`config.mk`:
```
export PLATFORM = sky130hd
export DESIGN_NAME = gcns_fifo
export DESIGN_NICKNAME = d
export VERILOG_FILES = /design/src/design/grid_cell_neighbour_search_macros.svh /design/src/design/gcns_pkg.sv /design/src/design/gcns_fifo.sv
export SDC_FILE = /design/constraint.sdc
export NUM_CORES = 1
export LEC_CHECK = 0
export BUFFER_PORTS_ARGS = -buffer_cell sky130_fd_sc_hd__buf_4
export CAP_MARGIN = 40
export CELL_PAD_IN_SITES_DETAIL_PLACEMENT = 1
export CELL_PAD_IN_SITES_GLOBAL_PLACEMENT = 1
export CORE_MARGIN = 3
export CORE_UTILIZATION = 40
export CTS_BUF_LIST = sky130_fd_sc_hd__clkbuf_4
export CTS_CLUSTER_SIZE = 25
export DETAILED_ROUTE_END_ITERATION = 6
export GPL_ROUTABILITY_DRIVEN = 0
export HOLD_SLACK_MARGIN = 0.08
export PLACE_DENSITY_LB_ADDON = 0.15
export SLEW_MARGIN = 20
export SYNTH_ARGS = -nofsm -noshare
export SYNTH_HDL_FRONTEND = slang
export SYNTH_SLANG_ARGS = --single-unit
```
`constraint.sdc`:
```
create_clock -name i_clk -period 4.78 [get_ports i_clk]
set_input_delay 0.956 -clock i_clk [delete_from_list [all_inputs] [get_ports i_clk]]
set_output_delay 0.956 -clock i_clk [all_outputs]
set_load 0.01 [all_outputs]
```
`src/design/grid_cell_neighbour_search_macros.svh`:
```
// assertion macros of the grid cell neighbour search design, included by gcns_back
`ifndef GRID_CELL_NEIGHBOUR_SEARCH_MACROS_SVH
`define GRID_CELL_NEIGHBOUR_SEARCH_MACROS_SVH
`ifndef SYNTHESIS
`define GCNS_ASSERT(lbl, clk, rst_n, prop) \
    lbl: assert property (@(posedge clk) disable iff (!rst_n) prop) \
        else $error("gcns assertion failed");
`define GCNS_ASSERT_ALWAYS(lbl, clk, prop) \
    lbl: assert property (@(posedge clk) prop) \
        else $error("gcns assertion failed");
`else
`define GCNS_ASSERT(lbl, clk, rst_n, prop)
`define GCNS_ASSERT_ALWAYS(lbl, clk, prop)
`endif
`endif

```
`src/design/gcns_pkg.sv`:
```
// types and constants of the grid cell neighbour search
package gcns_pkg;
    localparam int PART_MAX   = 64;
    localparam int PID_W      = $clog2(PART_MAX);
    localparam int CNT_W      = $clog2(PART_MAX + 1);
    localparam int SUBDIV_MAX = 16;
    localparam int IDX_W      = $clog2(SUBDIV_MAX);
    localparam int STEP_W     = $clog2(SUBDIV_MAX + 1);
    localparam int CELLS      = SUBDIV_MAX * SUBDIV_MAX;
    localparam int CELL_W     = $clog2(CELLS);
    localparam int MEMB_AW    = CELL_W + PID_W;
    localparam int COORD_W    = 16;
    localparam int DIVC_W     = $clog2(COORD_W);
    localparam int SUB_W      = 5;
    localparam int CFG_W      = 16;

    localparam logic [1:0] OP_CLEAR  = 2'd0;
    localparam logic [1:0] OP_INSERT = 2'd1;
    localparam logic [1:0] OP_QUERY  = 2'd2;

    localparam logic [1:0] REG_SUBDIV = 2'd0;
    localparam logic [1:0] REG_CELL   = 2'd1;
    localparam logic [1:0] REG_RADIUS = 2'd2;

    typedef struct packed {
        logic [SUB_W-1:0]   subdiv;
        logic [COORD_W-1:0] csize;
        logic [COORD_W-1:0] radius;
    } t_cfg;

    typedef struct packed {
        logic [1:0]         op;
        logic [PID_W-1:0]   id;
        logic [COORD_W-1:0] x;
        logic [COORD_W-1:0] y;
        logic [IDX_W-1:0]   ci;
        logic [IDX_W-1:0]   cj;
        logic [STEP_W-1:0]  step;
    } t_item;

    typedef struct packed {
        logic               start;
        logic [COORD_W-1:0] dividend;
        logic [COORD_W-1:0] divisor;
    } t_div_req;

    typedef struct packed {
        logic               done;
        logic [COORD_W-1:0] quo;
        logic               rem_nz;
    } t_div_rsp;
endpackage

```
`src/design/gcns_fifo.sv`:
```
// two-entry queue between front and back
module gcns_fifo (
    input  logic            i_clk,
    input  logic            i_rst_n,
    input  logic            i_push,
    input  gcns_pkg::t_item i_item,
    output logic            o_full,
    input  logic            i_pop,
    output logic            o_empty,
    output gcns_pkg::t_item o_item
);
    import gcns_pkg::*;

    t_item      r_mem [2];
    logic       r_wp;
    logic       r_rp;
    logic [1:0] r_cnt;

    always_ff @(posedge i_clk) begin
        if (!i_rst_n) begin
            r_wp  <= 1'b0;
            r_rp  <= 1'b0;
            r_cnt <= '0;
        end else begin
            if (i_push) r_wp <= ~r_wp;
            if (i_pop)  r_rp <= ~r_rp;
            if (i_push && !i_pop)      r_cnt <= r_cnt + 1'b1;
            else if (!i_push && i_pop) r_cnt <= r_cnt - 1'b1;
        end
    end

    always_ff @(posedge i_clk) begin
        if (i_push) r_mem[r_wp] <= i_item;
    end

    assign o_full  = (r_cnt == 2'd2);
    assign o_empty = (r_cnt == 2'd0);
    assign o_item  = r_mem[r_rp];
endmodule

```
# After elaboration in Yosys (flattened, before gate mapping)
# Memory sizes are Yosys's and may differ from the RTL's. A register that Yosys moved wholly into a read port is not among the register bits.
# Cells that the tools add are included.
[word_totals]
n_memories = 1
input_bits = 57
ram_bits = 106
ff_bits = 4
[op_classes]
n_reduce_logical = 6
n_bitwise = 2
add_sub_neg = 2
eq_ne = 1
muxes = 6
[memory_table]
columns = ["memory", "words", "width", "rd", "rd_ports_with_merged_regs", "wr", "line_no", "rtl"]
rows = [
  ["r_mem", 2, 53, 1, 1, 1, "gcns_fifo.sv:14", "t_item r_mem [2];"],
]
[op_table]
columns = ["op", "n"]
rows = [
  ["1-bit 2-to-1 mux", 4],
  ["2-bit 2-to-1 mux", 2],
  ["2-bit by 1-bit adder with 2-bit output (second input constant)", 1],
  ["2-bit equality test (second input constant)", 1],
  ["1-bit logical AND", 2],
  ["1-bit logical NOT", 2],
  ["2-bit logical NOT", 1],
  ["1-bit inverter", 2],
  ["2-bit nonzero test", 1],
  ["2-bit by 1-bit subtractor with 2-bit output (second input constant)", 1],
]

# Logic depth before layout (Yosys ltp)
[logic_depth]
word_depth = 4
mapped_depth = 5
mapped_depth_nobuf = 5

# Worst setup path before layout
# OpenSTA, ideal clock, no wires.
[synth_timing]
kind = "input-to-reg"
start = "in i_push"
end = "mem r_mem[0][0] (netlist bit) (enable)"
setup_ns = 0.471
n_path_buf = 0
path_slack_ns = 0.977
path_stages = 1
t_arrival_ns = 3.332
required_time_ns = 4.309
path_cell_list = "nor2b_1"
[synth_between]
elab_chain_len = 2
[synth_lines]
columns = ["item", "line_no", "rtl"]
rows = [
  ["start: declaration", "gcns_fifo.sv:5", "input logic i_push,"],
  ["1-bit 2-to-1 mux", "gcns_fifo.sv:33", "if (i_push) r_mem[r_wp] <= i_item;"],
  ["1-bit 2-to-1 mux (implied by the code)", "gcns_fifo.sv:33", ""],
  ["end: declaration", "gcns_fifo.sv:14", ""],
]
# No other way between the ends.

==> flow_summary.ini <==
[run_status]
status = finished, final reports clean

[sta]
tightestPinTransition_ps = 600
period_needed_ps = 3180
fmax_mhz = 314
final.setup.worst_slack_ps = 1600
slew_violations = 0
hold_viol_final = 0
setup_viol = 0
rsz0062_at_grt = false
skew_ps = 17.9
slew_headroom_pct = 60.0
finalSetupTns_ps = 0
post-route-period-util_pct = 66.5

[cts]
clk_latency_ps = 430
path_clk_slew_ps = 160
ctsResizeCount = 0
cts.sinks = 111
cts_tree = built
cts-root-buf = clkbuf_4
post_cts_buffers = 0
htree_levels = 3
cts.path.max_buffers = 2
hold_buffers = 0
cts_buffers = 9

[yosys]
synth_top_area_share_pct = 78.4
synthCells = 187
yosys-top-cells-area = edfxtp_1 78%, mux2_2 15%, dfxtp_1 2.5%, buf_6 1.4%, and2_1 0.62%
synth_nets = 245
ys_types = 17
synth_seq_area_share_pct = 80.9
avgSynthCellArea_um2 = 21.7
yosys.area.top_type = edfxtp_1
synth_area_mm2 = 0.00406
yosysWarnings = 0
yosys_register_bits = 111

[detailed_routing]
drc_errors = 0
first_pass_iters = 4
vias_per_cell = 4.62
drt-total-wl_mm = 7.65
vias = 2061
wire_per_inst_um = 17.2
drtAntennaViolNets = 0
drt_iter0_drc = 98

[die]
core_area_mm2 = 0.00982
die_area_mm2 = 0.0114
row_count = 36
die_h_um = 107
start_util_pct = 41.3
die_width_um = 107
num_io_pins = 112

[power]
power.total_w = 0.00180
pwr-share-clk_pct = 22.3
p_per_area_mw_per_mm2 = 348
seq_power_share_pct = 63.4
combinationalPowerShare_pct = 14.3
switching_share_pct = 23.6
cellLeakagePower_nw = 1.93
p_int_w = 0.00138
p_switching_w = 0.000425
ir_drop_mv = 0.122

[global_routing]
grt_pass1_wl_mm = 12.0
grt_pass1_vias = 2380
grt_usage_pct = 13.9
overflow = 0
grt_max_degree = 31
antenna_found_initial = 0

[critical_path]
arrival_ps = 2220
setup.worst_path.end_class = output pin
critPathKind = register to output pin
critPathMaxFanout = 30
startpoint_type = register
cp.required_ps = 3820

[run]
drv_cap = 0

[layout]
finalNetCount = 366
antennaDiodeCount = 0
drive_above_1_share_pct = 60.1
area_growth_pct = 27.6
fill_cells = 965
final_cell_mix = 115 x buf_4, 106 x edfxtp_1, 53 x mux2_2
final_common_cell = buf_4
final_util_pct = 52.8

[worst_hold_path]
worst_hold_path_type = register to register

[place]
dp_hpwl_mm = 5.33
place_ws_ps = 2010
portBuffers = 111
==> synth_stat cells (all sizes together) <==
cell,number
and2,4
and2b,1
a21boi,1
ha,1
nor2,1
o21a,1
buf,6
xnor2,1
o21ai,1
dfxtp,5
nor2b,2
inv,1
mux2,53
or3,1
xor2,2
edfxtp,106
==> layer usage <==
layer	track usage, %	share of wire (%)
met5	0	0
met4	5.75	1.2
met3	4.46	8.1
met2	23.7	52
met1	16.3	39
==> per-stage QoR <==
step                      instance area, µm²  hold WS (ps)  cells
final                                   5180           525    446
after global routing                    5180           590    446
after CTS                               5180           527    446
after detailed placement                5070           505    430
after global placement                  5040           484    429
after floorplan                         4060           466    187
==> final timing paths <==
path                            depth (start not counted)           to     start  slack (ps)
worst max-delay path                                    3    o_item[9]  register        1600
worst min-delay path                                    2     r_cnt[1]  r_cnt[1]         530
worst max register to register                          2  r_mem[1][0]      r_wp        2950
worst min register to register                          2     r_cnt[1]  r_cnt[1]         530
==> critical path, stage by stage (launching register included) <==
cell and delay, ps:
dfxtp_2 750, buf_4 480, mux2_2 400, buf_4 150
==> flip-flops by register name (all words and copies together), names as in the netlist, named ones only <==
| signal | count |
|---|---|
| r_cnt | 2 |
| r_mem | 106 |
| r_rp | 1 |
| r_wp | 1 |
==> area by class of cell <==
type	instances	area [µm²]	share of cell area (%)
Sequential cell	111	3280	63.4
Timing Repair Buffer	116	891	17.2
Multi-Input combinational cell	69	721	13.9
Tap cell	133	166	3.21
Clock buffer	9	67.6	1.30
Clock inverter	7	47.5	0.918
Inverter	1	3.75	0.0724
==> power by group through the flow <==
stage	Clock (W)	Combinational (W)	Sequential, W
6_report	0.000403	0.000258	0.00114
5_1_grt	0.000467	0.000281	0.00115
4_1_cts	0.000425	0.000265	0.00114
3_5_place_dp	0	0.000263	0.00117
3_3_place_gp	0	0.000255	0.00116
2_1_floorplan	0	0.000133	0.00115
==> cell families after synthesis <==
kind of cell | Yosys count | synth area share [%]
DFF | 111 | 80.9
muxes | 53 | 14.7
and+or+nand+nor | 9 | 1.39
buffers and inverters | 7 | 1.60
AOI/OAI and AO/OA | 3 | 0.493
xor gates and xnor gates | 3 | 0.647
adders and majority gates | 1 | 0.308
(Power assumes the default switching activity.)
