`config.mk`:
```
export PLATFORM = sky130hd
export DESIGN_NAME = gcns_front
export DESIGN_NICKNAME = d
export VERILOG_FILES = /design/src/design/grid_cell_neighbour_search_macros.svh /design/src/design/gcns_pkg.sv /design/src/design/gcns_div.sv /design/src/design/gcns_front.sv
export SDC_FILE = /design/constraint.sdc
export NUM_CORES = 1
export LEC_CHECK = 0
export ABC_AREA = 1
export ABC_CLOCK_PERIOD_IN_PS = 2110
export BUFFER_PORTS_ARGS = -buffer_cell sky130_fd_sc_hd__clkbuf_2
export CORE_MARGIN = 4
export CORE_UTILIZATION = 50
export DETAILED_ROUTE_END_ITERATION = 6
export PLACE_DENSITY_LB_ADDON = 0.15
export SYNTH_ARGS = -nofsm -noshare
export SYNTH_HDL_FRONTEND = slang
export SYNTH_SLANG_ARGS = --single-unit
export TNS_END_PERCENT = 10
```
`constraint.sdc`:
```
create_clock -name i_clk -period 2.11 [get_ports i_clk]
set_input_delay 0.211 -clock i_clk [delete_from_list [all_inputs] [get_ports i_clk]]
set_output_delay 0.211 -clock i_clk [all_outputs]
set_load 0.01 [all_outputs]
```
`src/design/grid_cell_neighbour_search_macros.svh`:
```
// assertion macros of the grid cell neighbour search design, included by gcns_back
`ifndef GRID_CELL_NEIGHBOUR_SEARCH_MACROS_SVH
`define GRID_CELL_NEIGHBOUR_SEARCH_MACROS_SVH
`ifndef SYNTHESIS
`define GCNS_ASSERT(lbl, clk, rst_n, prop) \
    lbl: assert property (@(posedge clk) disable iff (!rst_n) prop) \
        else $error("gcns assertion failed");
`define GCNS_ASSERT_ALWAYS(lbl, clk, prop) \
    lbl: assert property (@(posedge clk) prop) \
        else $error("gcns assertion failed");
`else
`define GCNS_ASSERT(lbl, clk, rst_n, prop)
`define GCNS_ASSERT_ALWAYS(lbl, clk, prop)
`endif
`endif

```
`src/design/gcns_pkg.sv`:
```
// types and constants of the grid cell neighbour search
package gcns_pkg;
    localparam int PART_MAX   = 64;
    localparam int PID_W      = $clog2(PART_MAX);
    localparam int CNT_W      = $clog2(PART_MAX + 1);
    localparam int SUBDIV_MAX = 16;
    localparam int IDX_W      = $clog2(SUBDIV_MAX);
    localparam int STEP_W     = $clog2(SUBDIV_MAX + 1);
    localparam int CELLS      = SUBDIV_MAX * SUBDIV_MAX;
    localparam int CELL_W     = $clog2(CELLS);
    localparam int MEMB_AW    = CELL_W + PID_W;
    localparam int COORD_W    = 16;
    localparam int DIVC_W     = $clog2(COORD_W);
    localparam int SUB_W      = 5;
    localparam int CFG_W      = 16;

    localparam logic [1:0] OP_CLEAR  = 2'd0;
    localparam logic [1:0] OP_INSERT = 2'd1;
    localparam logic [1:0] OP_QUERY  = 2'd2;

    localparam logic [1:0] REG_SUBDIV = 2'd0;
    localparam logic [1:0] REG_CELL   = 2'd1;
    localparam logic [1:0] REG_RADIUS = 2'd2;

    typedef struct packed {
        logic [SUB_W-1:0]   subdiv;
        logic [COORD_W-1:0] csize;
        logic [COORD_W-1:0] radius;
    } t_cfg;

    typedef struct packed {
        logic [1:0]         op;
        logic [PID_W-1:0]   id;
        logic [COORD_W-1:0] x;
        logic [COORD_W-1:0] y;
        logic [IDX_W-1:0]   ci;
        logic [IDX_W-1:0]   cj;
        logic [STEP_W-1:0]  step;
    } t_item;

    typedef struct packed {
        logic               start;
        logic [COORD_W-1:0] dividend;
        logic [COORD_W-1:0] divisor;
    } t_div_req;

    typedef struct packed {
        logic               done;
        logic [COORD_W-1:0] quo;
        logic               rem_nz;
    } t_div_rsp;
endpackage

```
`src/design/gcns_div.sv`:
```
// iterative restoring divider, one quotient bit per cycle
module gcns_div (
    input  logic              i_clk,
    input  logic              i_rst_n,
    input  gcns_pkg::t_div_req i_req,
    output gcns_pkg::t_div_rsp o_rsp
);
    import gcns_pkg::*;

    logic               r_busy;
    logic               r_done;
    logic [DIVC_W-1:0]  r_cnt;
    logic [COORD_W-1:0] r_quo;
    logic [COORD_W:0]   r_rem;
    logic [COORD_W-1:0] r_dvs;
    logic [COORD_W:0]   n_shift;
    logic               n_bit;
    logic [COORD_W:0]   n_rem;

    always_comb begin
        n_shift = {r_rem[COORD_W-1:0], r_quo[COORD_W-1]};
        n_bit   = (n_shift >= {1'b0, r_dvs});
        n_rem   = n_bit ? (n_shift - {1'b0, r_dvs}) : n_shift;
    end

    always_ff @(posedge i_clk) begin
        if (!i_rst_n) begin
            r_busy <= 1'b0;
            r_done <= 1'b0;
            r_cnt  <= '0;
        end else begin
            r_done <= 1'b0;
            if (i_req.start) begin
                r_busy <= 1'b1;
                r_cnt  <= '0;
            end else if (r_busy) begin
                r_cnt <= r_cnt + 1'b1;
                if (r_cnt == DIVC_W'(COORD_W - 1)) begin
                    r_busy <= 1'b0;
                    r_done <= 1'b1;
                end
            end
        end
    end

    always_ff @(posedge i_clk) begin
        if (i_req.start) begin
            r_quo <= i_req.dividend;
            r_rem <= '0;
            r_dvs <= i_req.divisor;
        end else if (r_busy) begin
            r_quo <= {r_quo[COORD_W-2:0], n_bit};
            r_rem <= n_rem;
        end
    end

    assign o_rsp.done   = r_done;
    assign o_rsp.quo    = r_quo;
    assign o_rsp.rem_nz = |r_rem;
endmodule

```
`src/design/gcns_front.sv`:
```
// front end: accepts items and works out cell indices and search span
module gcns_front (
    input  logic                           i_clk,
    input  logic                           i_rst_n,
    input  gcns_pkg::t_cfg                 i_cfg,
    input  logic                           i_in_valid,
    output logic                           o_in_ready,
    input  logic [1:0]                     i_opcode,
    input  logic [gcns_pkg::PID_W-1:0]     i_particle_id,
    input  logic [gcns_pkg::COORD_W-1:0]   i_point_x,
    input  logic [gcns_pkg::COORD_W-1:0]   i_point_y,
    input  logic                           i_full,
    output logic                           o_push,
    output gcns_pkg::t_item                o_item
);
    import gcns_pkg::*;

    localparam logic [2:0] F_IDLE = 3'd0;
    localparam logic [2:0] F_DX   = 3'd1;
    localparam logic [2:0] F_DY   = 3'd2;
    localparam logic [2:0] F_DR   = 3'd3;
    localparam logic [2:0] F_PUSH = 3'd4;

    logic [2:0]         r_state;
    logic               r_start;
    t_item              r_item;
    t_div_req           w_req;
    t_div_rsp           w_rsp;
    logic [IDX_W-1:0]   w_idx;
    logic [STEP_W-1:0]  w_step;

    gcns_div u_div (
        .i_clk   (i_clk),
        .i_rst_n (i_rst_n),
        .i_req   (w_req),
        .o_rsp   (w_rsp)
    );

    always_comb begin
        w_req.start    = r_start;
        w_req.divisor  = i_cfg.csize;
        case (r_state)
            F_DX:    w_req.dividend = r_item.x;
            F_DY:    w_req.dividend = r_item.y;
            F_DR:    w_req.dividend = i_cfg.radius;
            default: w_req.dividend = r_item.x;
        endcase
        // clamp to the last cell on or past the box edge
        if (w_rsp.quo >= COORD_W'(i_cfg.subdiv)) begin
            w_idx = IDX_W'(i_cfg.subdiv - 1'b1);
        end else begin
            w_idx = w_rsp.quo[IDX_W-1:0];
        end
        // ceiling of radius over cell size, saturated at the largest grid width (SUBDIV_MAX)
        if (w_rsp.quo >= COORD_W'(SUBDIV_MAX)) begin
            w_step = STEP_W'(SUBDIV_MAX);
        end else begin
            w_step = STEP_W'(w_rsp.quo) + STEP_W'(w_rsp.rem_nz);
        end
    end

    always_ff @(posedge i_clk) begin
        if (!i_rst_n) begin
            r_state <= F_IDLE;
            r_start <= 1'b0;
        end else begin
            r_start <= 1'b0;
            case (r_state)
                F_IDLE: begin
                    if (i_in_valid) begin
                        if (i_opcode == OP_INSERT || i_opcode == OP_QUERY) begin
                            r_state <= F_DX;
                            r_start <= 1'b1;
                        end else begin
                            r_state <= F_PUSH;
                        end
                    end
                end
                F_DX: begin
                    if (w_rsp.done) begin
                        r_state <= F_DY;
                        r_start <= 1'b1;
                    end
                end
                F_DY: begin
                    if (w_rsp.done) begin
                        if (r_item.op == OP_QUERY) begin
                            r_state <= F_DR;
                            r_start <= 1'b1;
                        end else begin
                            r_state <= F_PUSH;
                        end
                    end
                end
                F_DR: begin
                    if (w_rsp.done) begin
                        r_state <= F_PUSH;
                    end
                end
                F_PUSH: begin
                    if (!i_full) begin
                        r_state <= F_IDLE;
                    end
                end
                default: r_state <= F_IDLE;
            endcase
        end
    end

    always_ff @(posedge i_clk) begin
        if (r_state == F_IDLE && i_in_valid) begin
            r_item.op   <= i_opcode;
            r_item.id   <= i_particle_id;
            r_item.x    <= i_point_x;
            r_item.y    <= i_point_y;
            r_item.ci   <= '0;
            r_item.cj   <= '0;
            r_item.step <= '0;
        end else if (w_rsp.done) begin
            if (r_state == F_DX) r_item.ci <= w_idx;
            if (r_state == F_DY) r_item.cj <= w_idx;
            if (r_state == F_DR) r_item.step <= w_step;
        end
    end

    assign o_in_ready = (r_state == F_IDLE);
    assign o_push     = (r_state == F_PUSH) && !i_full;
    assign o_item     = r_item;
endmodule

```
After elaboration in Yosys (flattened, before gate mapping)
Index checks and enable logic that the tools add are counted.

Logic and storage cells: 74. Bits of input ports: 81. Output and inout bits: 55. Bits in registers: 112.

Order comparisons: 3. Equality and inequality tests: 13. Add/subtract/negate cells: 4. Bitwise operators: 2. Reduce and logical (&&, ||, !) cells: 13. Mux-type cells: 24.

Operator list (count): $mux W16 (2); $pmux W16 S2 (1); $mux W3 (7); $ge A17 B16 Y1 (1); $mux W17 (1); $reduce_or A17 Y1 (1); $sub A17 B16 Y17 (1); $ge A16 B5 Y1 (1); $ge A16 B5 Y1 const B (1); $pmux W3 S5 (1); $mux W1 (9); $eq A3 B2 Y1 const B (2); $ne A2 B1 Y1 const B (3); $reduce_and A2 Y1 (3); $add A5 B1 Y5 (1); $mux W5 (1); $reduce_and A5 Y1 (1); $add A4 B1 Y4 const B (1); $eq A2 B2 Y1 const B (2); $eq A4 B4 Y1 const B (1); $mux W4 (1); $ne A2 B2 Y1 const B (2); $sub A4 B1 Y4 const B (1); $eq A3 B1 Y1 const B (1); 11 further kinds (13).

Logic depth before layout (Yosys ltp)
Gate-level depths: netlist (run 1).

Depth after elaboration: 5. Depth in mapped cells: 15. Mapped depth without buffers: 14.

By module
Synthesis (run 1) repeated with hierarchy kept, for this count alone.

Cells, all modules: 748. Area, all modules: 6093.3 µm².

By module, submodules not included: gcns_div (sequential area each 1421.4 µm², area an instance 3484.6 µm², cells each 482, times used 1); gcns_front (sequential area each 1541.5 µm², area an instance 2608.8 µm², cells each 266, times used 1).

Least setup slack after synthesis (run 1)
OpenSTA, ideal clock, no wires.

Kind: flip-flop to flip-flop. Start point: register u_div.r_quo[15]. End point: register u_div.r_rem[16]. Stages on the path, launching flop included: 13. Data required time: 1.988 ns. Buffers on the path: 0. Path slack: 0.283 ns. Data arrival time: 1.705 ns. Clock period less this slack: 1.827 ns. Library setup time: 0.122 ns. Cell sequence: edfxtp_1 inv_1 ha_1 inv_1 fa_1 nand3_1 nand3_1 nand2_1 nand2_1 nand2_1 nand2_1 a21oi_1 a21oi_2.

Cells in the longest elaborated chain, start to end: 2. Elaborated cells between the ends (all ways): 3. Those cells by class: add/sub: 1; order compare: 1; mux: 1.

RTL lines: from (decl) (line gcns_div.sv:13) `logic [COORD_W-1:0] r_quo;`; from (signal assigned) (line gcns_div.sv:48) `r_quo <= i_req.dividend;`; from (signal assigned) (line gcns_div.sv:52) `r_quo <= {r_quo[COORD_W-2:0], n_bit};`; $sub A17 B16 Y17 or $ge A17 B16 Y1 (tied branches) (line gcns_div.sv:23, gcns_div.sv:22); $mux W17 * (line gcns_div.sv:23) `n_rem = n_bit ? (n_shift - {1'b0, r_dvs}) : n_shift;`; to (signal assigned) (line gcns_div.sv:53) `r_rem <= n_rem;`; to (decl) (line gcns_div.sv:14) `logic [COORD_W:0] r_rem;`.

Mark *: on every way between the ends. The rest lies on a longest branch, timed or not. A chain may end at the register's enable or synchronous reset.

Worst setup path after layout (run 1)
Start point: register u_div.r_rem[1]. End point: register u_div.r_rem[2].

Cells in the longest elaborated chain, start to end: 2. Elaborated cells between the ends (all ways): 3. Those cells by class: add/sub: 1; order compare: 1; mux: 1.

RTL lines (line): $sub A17 B16 Y17 or $ge A17 B16 Y1 (tied branches) (gcns_div.sv:23, gcns_div.sv:22); $mux W17 * (gcns_div.sv:23).

Marks and branches as above.

==> run_results.csv, run 1 <==
group,metric,value,unit
status,status,"finished, final reports clean",
drt,firstDrtPassIters,5,
power,p_leak,3.563,nW
setup_path,path_delay_family,"simple AND/OR/NAND/NOR gates",
synth,syn_area,5954,µm²
setup_path,startpoint,"u_div.r_rem[1]",
setup_path,r2r_setup_slack,0.12,ns
synth,synth_edf_count,72,
cells_and_area,fin_nets,988,
synth,syn_area_per_cell,8.190,µm²
clock_tree,numCtsBuffers,9,
cells_and_area,layout.cells.non_filler,1029,
drt,viasPerCell,5.302,
cells_and_area,drive_above_1_share,23.59,%
clock_tree,cts.path.max_buffers,2,
setup_path,r2r-end,"u_div.r_rem[2]",
clock_tree,path_clk_slew,0.08,ns
setup_path,crit_buf_inv,2,
setup_path,cpPeakStageDelay,0.41,ns
timing,hold_violations,0,
clock_tree,hold_buffers,0,
timing,timing.setup.tns,0,ns
synth,syn_inst,727,
timing,skew,0.007847,ns
cells_and_area,areaGrowthSynthToFinish,24.40,%
worst_hold_path,holdPathStages,1,
drt,wl,15550,µm
timing,setup_viol,0,
synth,ys_ff_latch,112,
placed_design,globalplace.congestion,0.9747,
floorplan,io-pin-count,136,
grt,antenna_found_initial,0,
grt,grt_usage,22.85,%
placed_design,placedCellCount,1009,
setup_path,crit_type,"flop to flop",
grt,grt_pass1_vias,5292,
cells_and_area,nFillCells,1010,
floorplan,die_w,117.1,µm
setup_path,r2r-start,"u_div.r_rem[1]",
setup_path,required,2.35,ns
setup_path,cp_cell_sequence,"ha_2 > inv_1 > nor2_1 > nand4_1 > nor2_2 > nor2_4 > buf_12 > nand2_8 > nand2_1 > nand3_1 > o21ai_0",
floorplan,die_height,117.1,µm
grt,grt_max_degree,46,
floorplan,floorplan.initialDensity,51.71,%
drt,remaining_drc_errors,0,
power,power_density,1034,nW/µm²
synth,synth-main-ff-cell,"edfxtp_1",
setup_path,worstPathMaxFanout,19,
setup_path,startpoint_type,"flop",
clock_tree,h-tree-depth,3,
drt,num_vias,5456,
run,drv_cap,0,
floorplan,rows,39,
floorplan,die_area,13720,µm²
floorplan,coreArea,11520,µm²
clock_tree,clock_sinks,112,
worst_hold_path,hp-start,"i_point_x[0]",
synth,synth.distinct_cells,36,
synth,async_reset_ff_share,0,%
clock_tree,cts_root_buffer,"clkbuf_16",
synth,syn-num-nets,834,
grt,grt_pass1_wl,24450,µm
clock_tree,cts_tree,"yes",
worst_hold_path,holdPathEnd,"o_item[29]",
setup_path,cp_data_arrival_time,2.24,ns
timing,max_slew_margin,31.77,%
drt,routedWlPerCell,15.12,µm
placed_design,hpwl,11580,µm
worst_hold_path,hp-class,"primary input to flop",
drt,antenna_left,0,
timing,finalCritPeriodShare,94.41,%
drt,drtIter0Drc,355,
placed_design,io_buffers,135,
setup_path,crit_slowest_cell,"ha_2",
setup_path,r2r_cells,11,
synth,ys.warnings.count,0,
setup_path,crit_path_end_kind,"flop",
timing,grt_setup_unrepaired,"yes",
grt,grt-ovfl-total,0,
timing,worst_pin_slew,1.020,ns
synth,ys_seq_area_share,49.76,%
cells_and_area,diodes,0,
power,ir_worst_vdd,0.0006549,V
timing,max_freq,502.0,MHz
timing,fin_crit,1.992,ns
clock_tree,clk_latency,0.36,ns
timing,slew_violations,0,
==> metrics by stage <==
| step | power [mW] | instance area (µm²) | setup WS, ns | util, % | hold WS, ns |
|---|---|---|---|---|---|
| after CTS | 7.413 | 7237 | 0.05741 | 62.84 | 0.01235 |
| after detailed placement | 5.606 | 6920 | 0.008422 | 60.09 | 0.3896 |
| after global placement | 5.545 | 6920 | 0.1182 | 60.09 | 0.3877 |
| after global routing | 8.132 | 7407 | -0.01655 | 64.32 | 0.005517 |
| final | 7.658 | 7407 | 0.1179 | 64.32 | 0.02146 |
| after floorplan | 4.786 | 5954 | 0.2833 | - | 0.3099 |
==> repair_timing <==
action,CTS,global route
pin swaps,0,4
gates resized for setup,1,26
gates cloned,0,0
endpoints found under the setup margin,1,18
setup buffers,0,4
==> worst max path at each step <==
stage / end / slack [ns] / cells after the start
finish: u_div.r_rem[2] / 0.12 / 11
global route: u_div.r_rem[14] / -0.02 / 14
CTS: u_div.r_rem[2] / 0.06 / 12
detailed placement: u_div.r_rem[6] / 0.008 / 12
global placement: u_div.r_rem[14] / 0.12 / 14
floorplan: u_div.r_rem[16] / 0.28 / 12
==> metal layers <==
metal	vias to the layer above	track usage [%]	wire [µm]
met4	0	4.969	226
met2	222	38.60	7568
met5	-	0	0
li1	2689	-	-
met3	18	6.684	1180
met1	2527	29.25	6578
==> placed cells by master, fill, tap and decap left out, drive strengths merged <==
cell type  count
nand2        208
clkbuf       145
inv          128
edfxtp        72
nand3         61
nor2          49
a21oi         41
dfxtp         40
ha            25
buf           23
o21ai         20
nand4         14
a32oi         10
xnor2          8
nand3b         7
nor3           7
a31oi          5
and2           5
a22oi          3
xor2           3
nor4           3
clkinv         3
or2            2
o21bai         1
fa             1
bufinv         1
clkinvlp       1
==> cells in the mapped netlist, types with 2 or more instances <==
master,n,share of area (%)
nand2_1,206,13
inv_1,125,7.9
edfxtp_1,72,36
nand3_1,60,5.0
nor2_1,44,2.8
a21oi_1,40,3.4
dfxtp_1,40,13
ha_1,25,5.3
o21ai_0,19,1.6
nand4_1,14,1.5
a32oi_1,10,1.5
xnor2_1,8,1.2
buf_2,7,0.59
nand3b_1,7,0.88
nor3_1,7,0.59
a31oi_1,5,0.53
and2_1,5,0.53
clkbuf_1,5,0.32
nor2_2,4,0.42
a22oi_1,3,0.38
xor2_1,3,0.44
clkinv_1,2,0.13
nand2_4,2,0.38
nor4_1,2,0.21
==> layout make-up <==
cell class	count	area, µm²	area share, %
clock buffer	10	229.0	3.091
clock inverter	6	82.58	1.115
inverter	127	476.7	6.436
multi-input combinational	473	2577	34.80
sequential	112	2964	40.02
tap	143	178.9	2.416
timing repair buffer	158	898.4	12.13
==> cell families (layout without fill, tap and decap cells) <==
kind of cell,Yosys count,after routing,synth area share (%)
compound gates,80,80,7.691
xor+xnor,11,11,1.618
simple gates,356,356,26.06
buf+inv,142,301,9.288
fa+ha+maj,26,26,5.589
flops,112,112,49.76
==> state kept, by name, summed over array words and instances, names as in the netlist <==
register      count
o_item           53
r_start           1
r_state           3
u_div.r_busy      1
u_div.r_cnt       4
u_div.r_done      1
u_div.r_dvs      16
u_div.r_quo      16
u_div.r_rem      17
==> power by group <==
| part | switching (mW) | total, mW | internal, mW |
|---|---|---|---|
| Clock | 0.851 | 1.80 | 0.950 |
| Combinational | 1.73 | 2.91 | 1.18 |
| Sequential | 0.285 | 2.95 | 2.66 |
Note: power is estimated with default switching activity, not from simulation.
==> run 2: changes to the inputs <==
--- a/config.mk
+++ b/config.mk
@@ -6,12 +6,13 @@
 export NUM_CORES = 1
 export LEC_CHECK = 0
 export ABC_AREA = 1
-export ABC_CLOCK_PERIOD_IN_PS = 2110
+export ABC_CLOCK_PERIOD_IN_PS = 1700
 export BUFFER_PORTS_ARGS = -buffer_cell sky130_fd_sc_hd__clkbuf_2
 export CORE_MARGIN = 4
-export CORE_UTILIZATION = 50
+export CORE_UTILIZATION = 49
 export DETAILED_ROUTE_END_ITERATION = 6
 export PLACE_DENSITY_LB_ADDON = 0.15
+export SLEW_MARGIN = 30
 export SYNTH_ARGS = -nofsm -noshare
 export SYNTH_HDL_FRONTEND = slang
 export SYNTH_SLANG_ARGS = --single-unit
==> constraint.sdc (replaced) <==
create_clock -name i_clk -period 1.7 [get_ports i_clk]
set_input_delay 0.17 -clock i_clk [delete_from_list [all_inputs] [get_ports i_clk]]
set_output_delay 0.17 -clock i_clk [all_outputs]
set_load 0.01 [all_outputs]
==> run 2 against run 1 <==
  * The flow now finishes with violations (negative setup slack)
  * Register-to-register slack got worse by 0.30 ns
  * First-iteration DRC count is 46% higher
  * Wire length is 20% higher
  * Hold slack worse by 0.0073 ns
  * Fmax up 6.0%
  * Utilization rose by 12 points
  * Count of clock-buffer cells in the layout decreased by 1
  * Final cell count grew 11%
  * Critical path depth shrank 2
  * Die area grew 1.9%
==> run_results.csv, run 2 (synthesis results as in run 1) <==
group,metric,value,unit
setup_path,cp_data_arrival_time,2.13,ns
floorplan,rows,39,
setup_path,crit_type,"flop to flop",
timing,max_slew_margin,70.80,%
timing,setup_viol,26,
drt,routedWlPerCell,16.27,µm
clock_tree,path_clk_slew,0.08,ns
floorplan,die_height,118.2,µm
cells_and_area,seq_area,2983,µm²
timing,skew,0.01175,ns
timing,layout_setup_ws,-0.1800,ns
cells_and_area,finish.utilization,75.90,%
timing,worst_pin_slew,0.4374,ns
drt,wl,18670,µm
cells_and_area,largest_reg_flops,53,
placed_design,io_buffers,135,
cells_and_area,areaGrowthSynthToFinish,48.67,%
timing,hold_violations,0,
timing,grt_setup_unrepaired,"yes",
setup_path,startpoint_type,"flop",
cells_and_area,final_common_cell,"nand2_1",
worst_hold_path,hp-class,"primary input to flop",
grt,grt_pass1_wl,29640,µm
grt,grtUsageMet3,5.683,%
grt,met1_usage,32.19,%
cells_and_area,drive_above_1_share,35.79,%
placed_design,globalplace.congestion,0.8894,
grt,grt_pass1_vias,6012,
clock_tree,h-tree-depth,3,
timing,finalCritPeriodShare,110.6,%
clock_tree,cts_tree,"yes",
grt,grt_max_degree,42,
grt,use_met2,46.80,%
drt,remaining_drc_errors,0,
cells_and_area,nFillCells,824,
status,violations,"negative setup slack",
drt,drtIter0Drc,519,
timing,timing.setup.tns,-2.473,ns
drt,num_vias,5973,
drt,viasPerCell,5.207,
floorplan,die_w,118.2,µm
status,status,"finished, violations left",
cells_and_area,multiInputGateArea,2979,µm²
placed_design,placedCellCount,1068,
floorplan,io-pin-count,136,
floorplan,coreArea,11660,µm²
floorplan,die_area,13980,µm²
clock_tree,clk_latency,0.36,ns
timing,slew_violations,0,
timing,hold_ws,0.01414,ns
placed_design,post-place-ws,-0.4406,ns
grt,antenna_found_initial,1,
run,drv_cap,0,
clock_tree,cts_root_buffer,"clkbuf_16",
cells_and_area,layout.cells.non_filler,1147,
setup_path,worstPathMaxFanout,3,
timing,max_freq,531.9,MHz
power,finalPower,11.44,mW
placed_design,hpwl,12490,µm
timing,fin_crit,1.880,ns
drt,antenna_left,0,
clock_tree,cts.path.max_buffers,2,
cells_and_area,fin_nets,1105,
setup_path,required,1.95,ns
cells_and_area,fin_area,8852,µm²
cells_and_area,mostFrequentLayoutCells,"181 x nand2_1, 135 x clkbuf_2, 105 x inv_1, 77 x buf_4, 72 x edfxtp_1",
power,power_density,1293,nW/µm²
power,p_leak,4.201,nW
setup_path,crit_path_end_kind,"flop",
grt,grt_usage,26.54,%
clock_tree,clock_sinks,112,
floorplan,floorplan.initialDensity,51.06,%
power,ir_worst_vdd,0.0008715,V
drt,firstDrtPassIters,5,
placed_design,dpl-instance-area,7341,µm²
clock_tree,numCtsBuffers,9,
grt,grt-ovfl-total,0,
grt,top_usage_layer,"met2",
[run 2: changes by cell type in the layout (fill, tap and decap cells not counted), moves of 14 or more]
| cell | before | now |
|---|---|---|
| buf_4 | 19 | 77 |
| dlygate4sd3_1 | 0 | 54 |
| nand2_1 | 201 | 181 |
| inv_1 | 123 | 105 |
| inv_2 | 2 | 20 |
| nand3_1 | 58 | 43 |
| nand2_2 | 5 | 19 |
[run 2: critical path, stage by stage (launching register included)]
cell	delay [ns]
dfxtp_4	0.38
inv_2	0.06
nand4_1	0.13
nor3_2	0.23
nand4_1	0.19
ha_2	0.26
ha_4	0.17
or2_4	0.23
nand3_2	0.08
a21oi_2	0.05
[run 2: power by group]
group	switching (mW)	internal, mW
Clock	1.10	1.34
Sequential	0.404	3.34
Combinational	2.77	2.48
Total	4.28	7.16
[run 2: path summary, 6_finish.rpt]
kind	startpoint	to	slack, ns	depth (start not counted)
min reg2reg	o_item[3]	o_item[3]	0.47	2
min	i_opcode[1]	o_item[52]	0.01	1
max reg2reg	u_div.r_rem[1]	o_item[2]	-0.18	9
max	u_div.r_rem[1]	o_item[2]	-0.18	9
[run 2: routing by layer]
| metal | routed length [µm] | vias up |
|---|---|---|
| met4 | 500 | 0 |
| li1 | - | 2929 |
| met3 | 1214 | 40 |
| met1 | 7508 | 2766 |
| met5 | 0 | - |
| met2 | 9443 | 238 |
[run 2: area by class of cell]
class	count	share of cell area [%]
Antenna cell	1	0.02827
Clock buffer	9	2.544
Clock inverter	7	1.286
Inverter	127	5.385
Multi-Input combinational cell	474	33.65
Sequential cell	112	33.70
Tap cell	143	2.021
Timing Repair Buffer	274	21.39
[run 2: repair_timing]
| item | in CTS | in global routing |
|---|---|---|
| hold buffers | 54 | 0 |
| pin swaps | 26 | 32 |
| cloned | 1 | 0 |
| setup buffers | 6 | 1 |
| endpoints found under the setup margin | 25 | 40 |
| resized for setup | 81 | 63 |
| hold endpoints to repair | 54 | 0 |
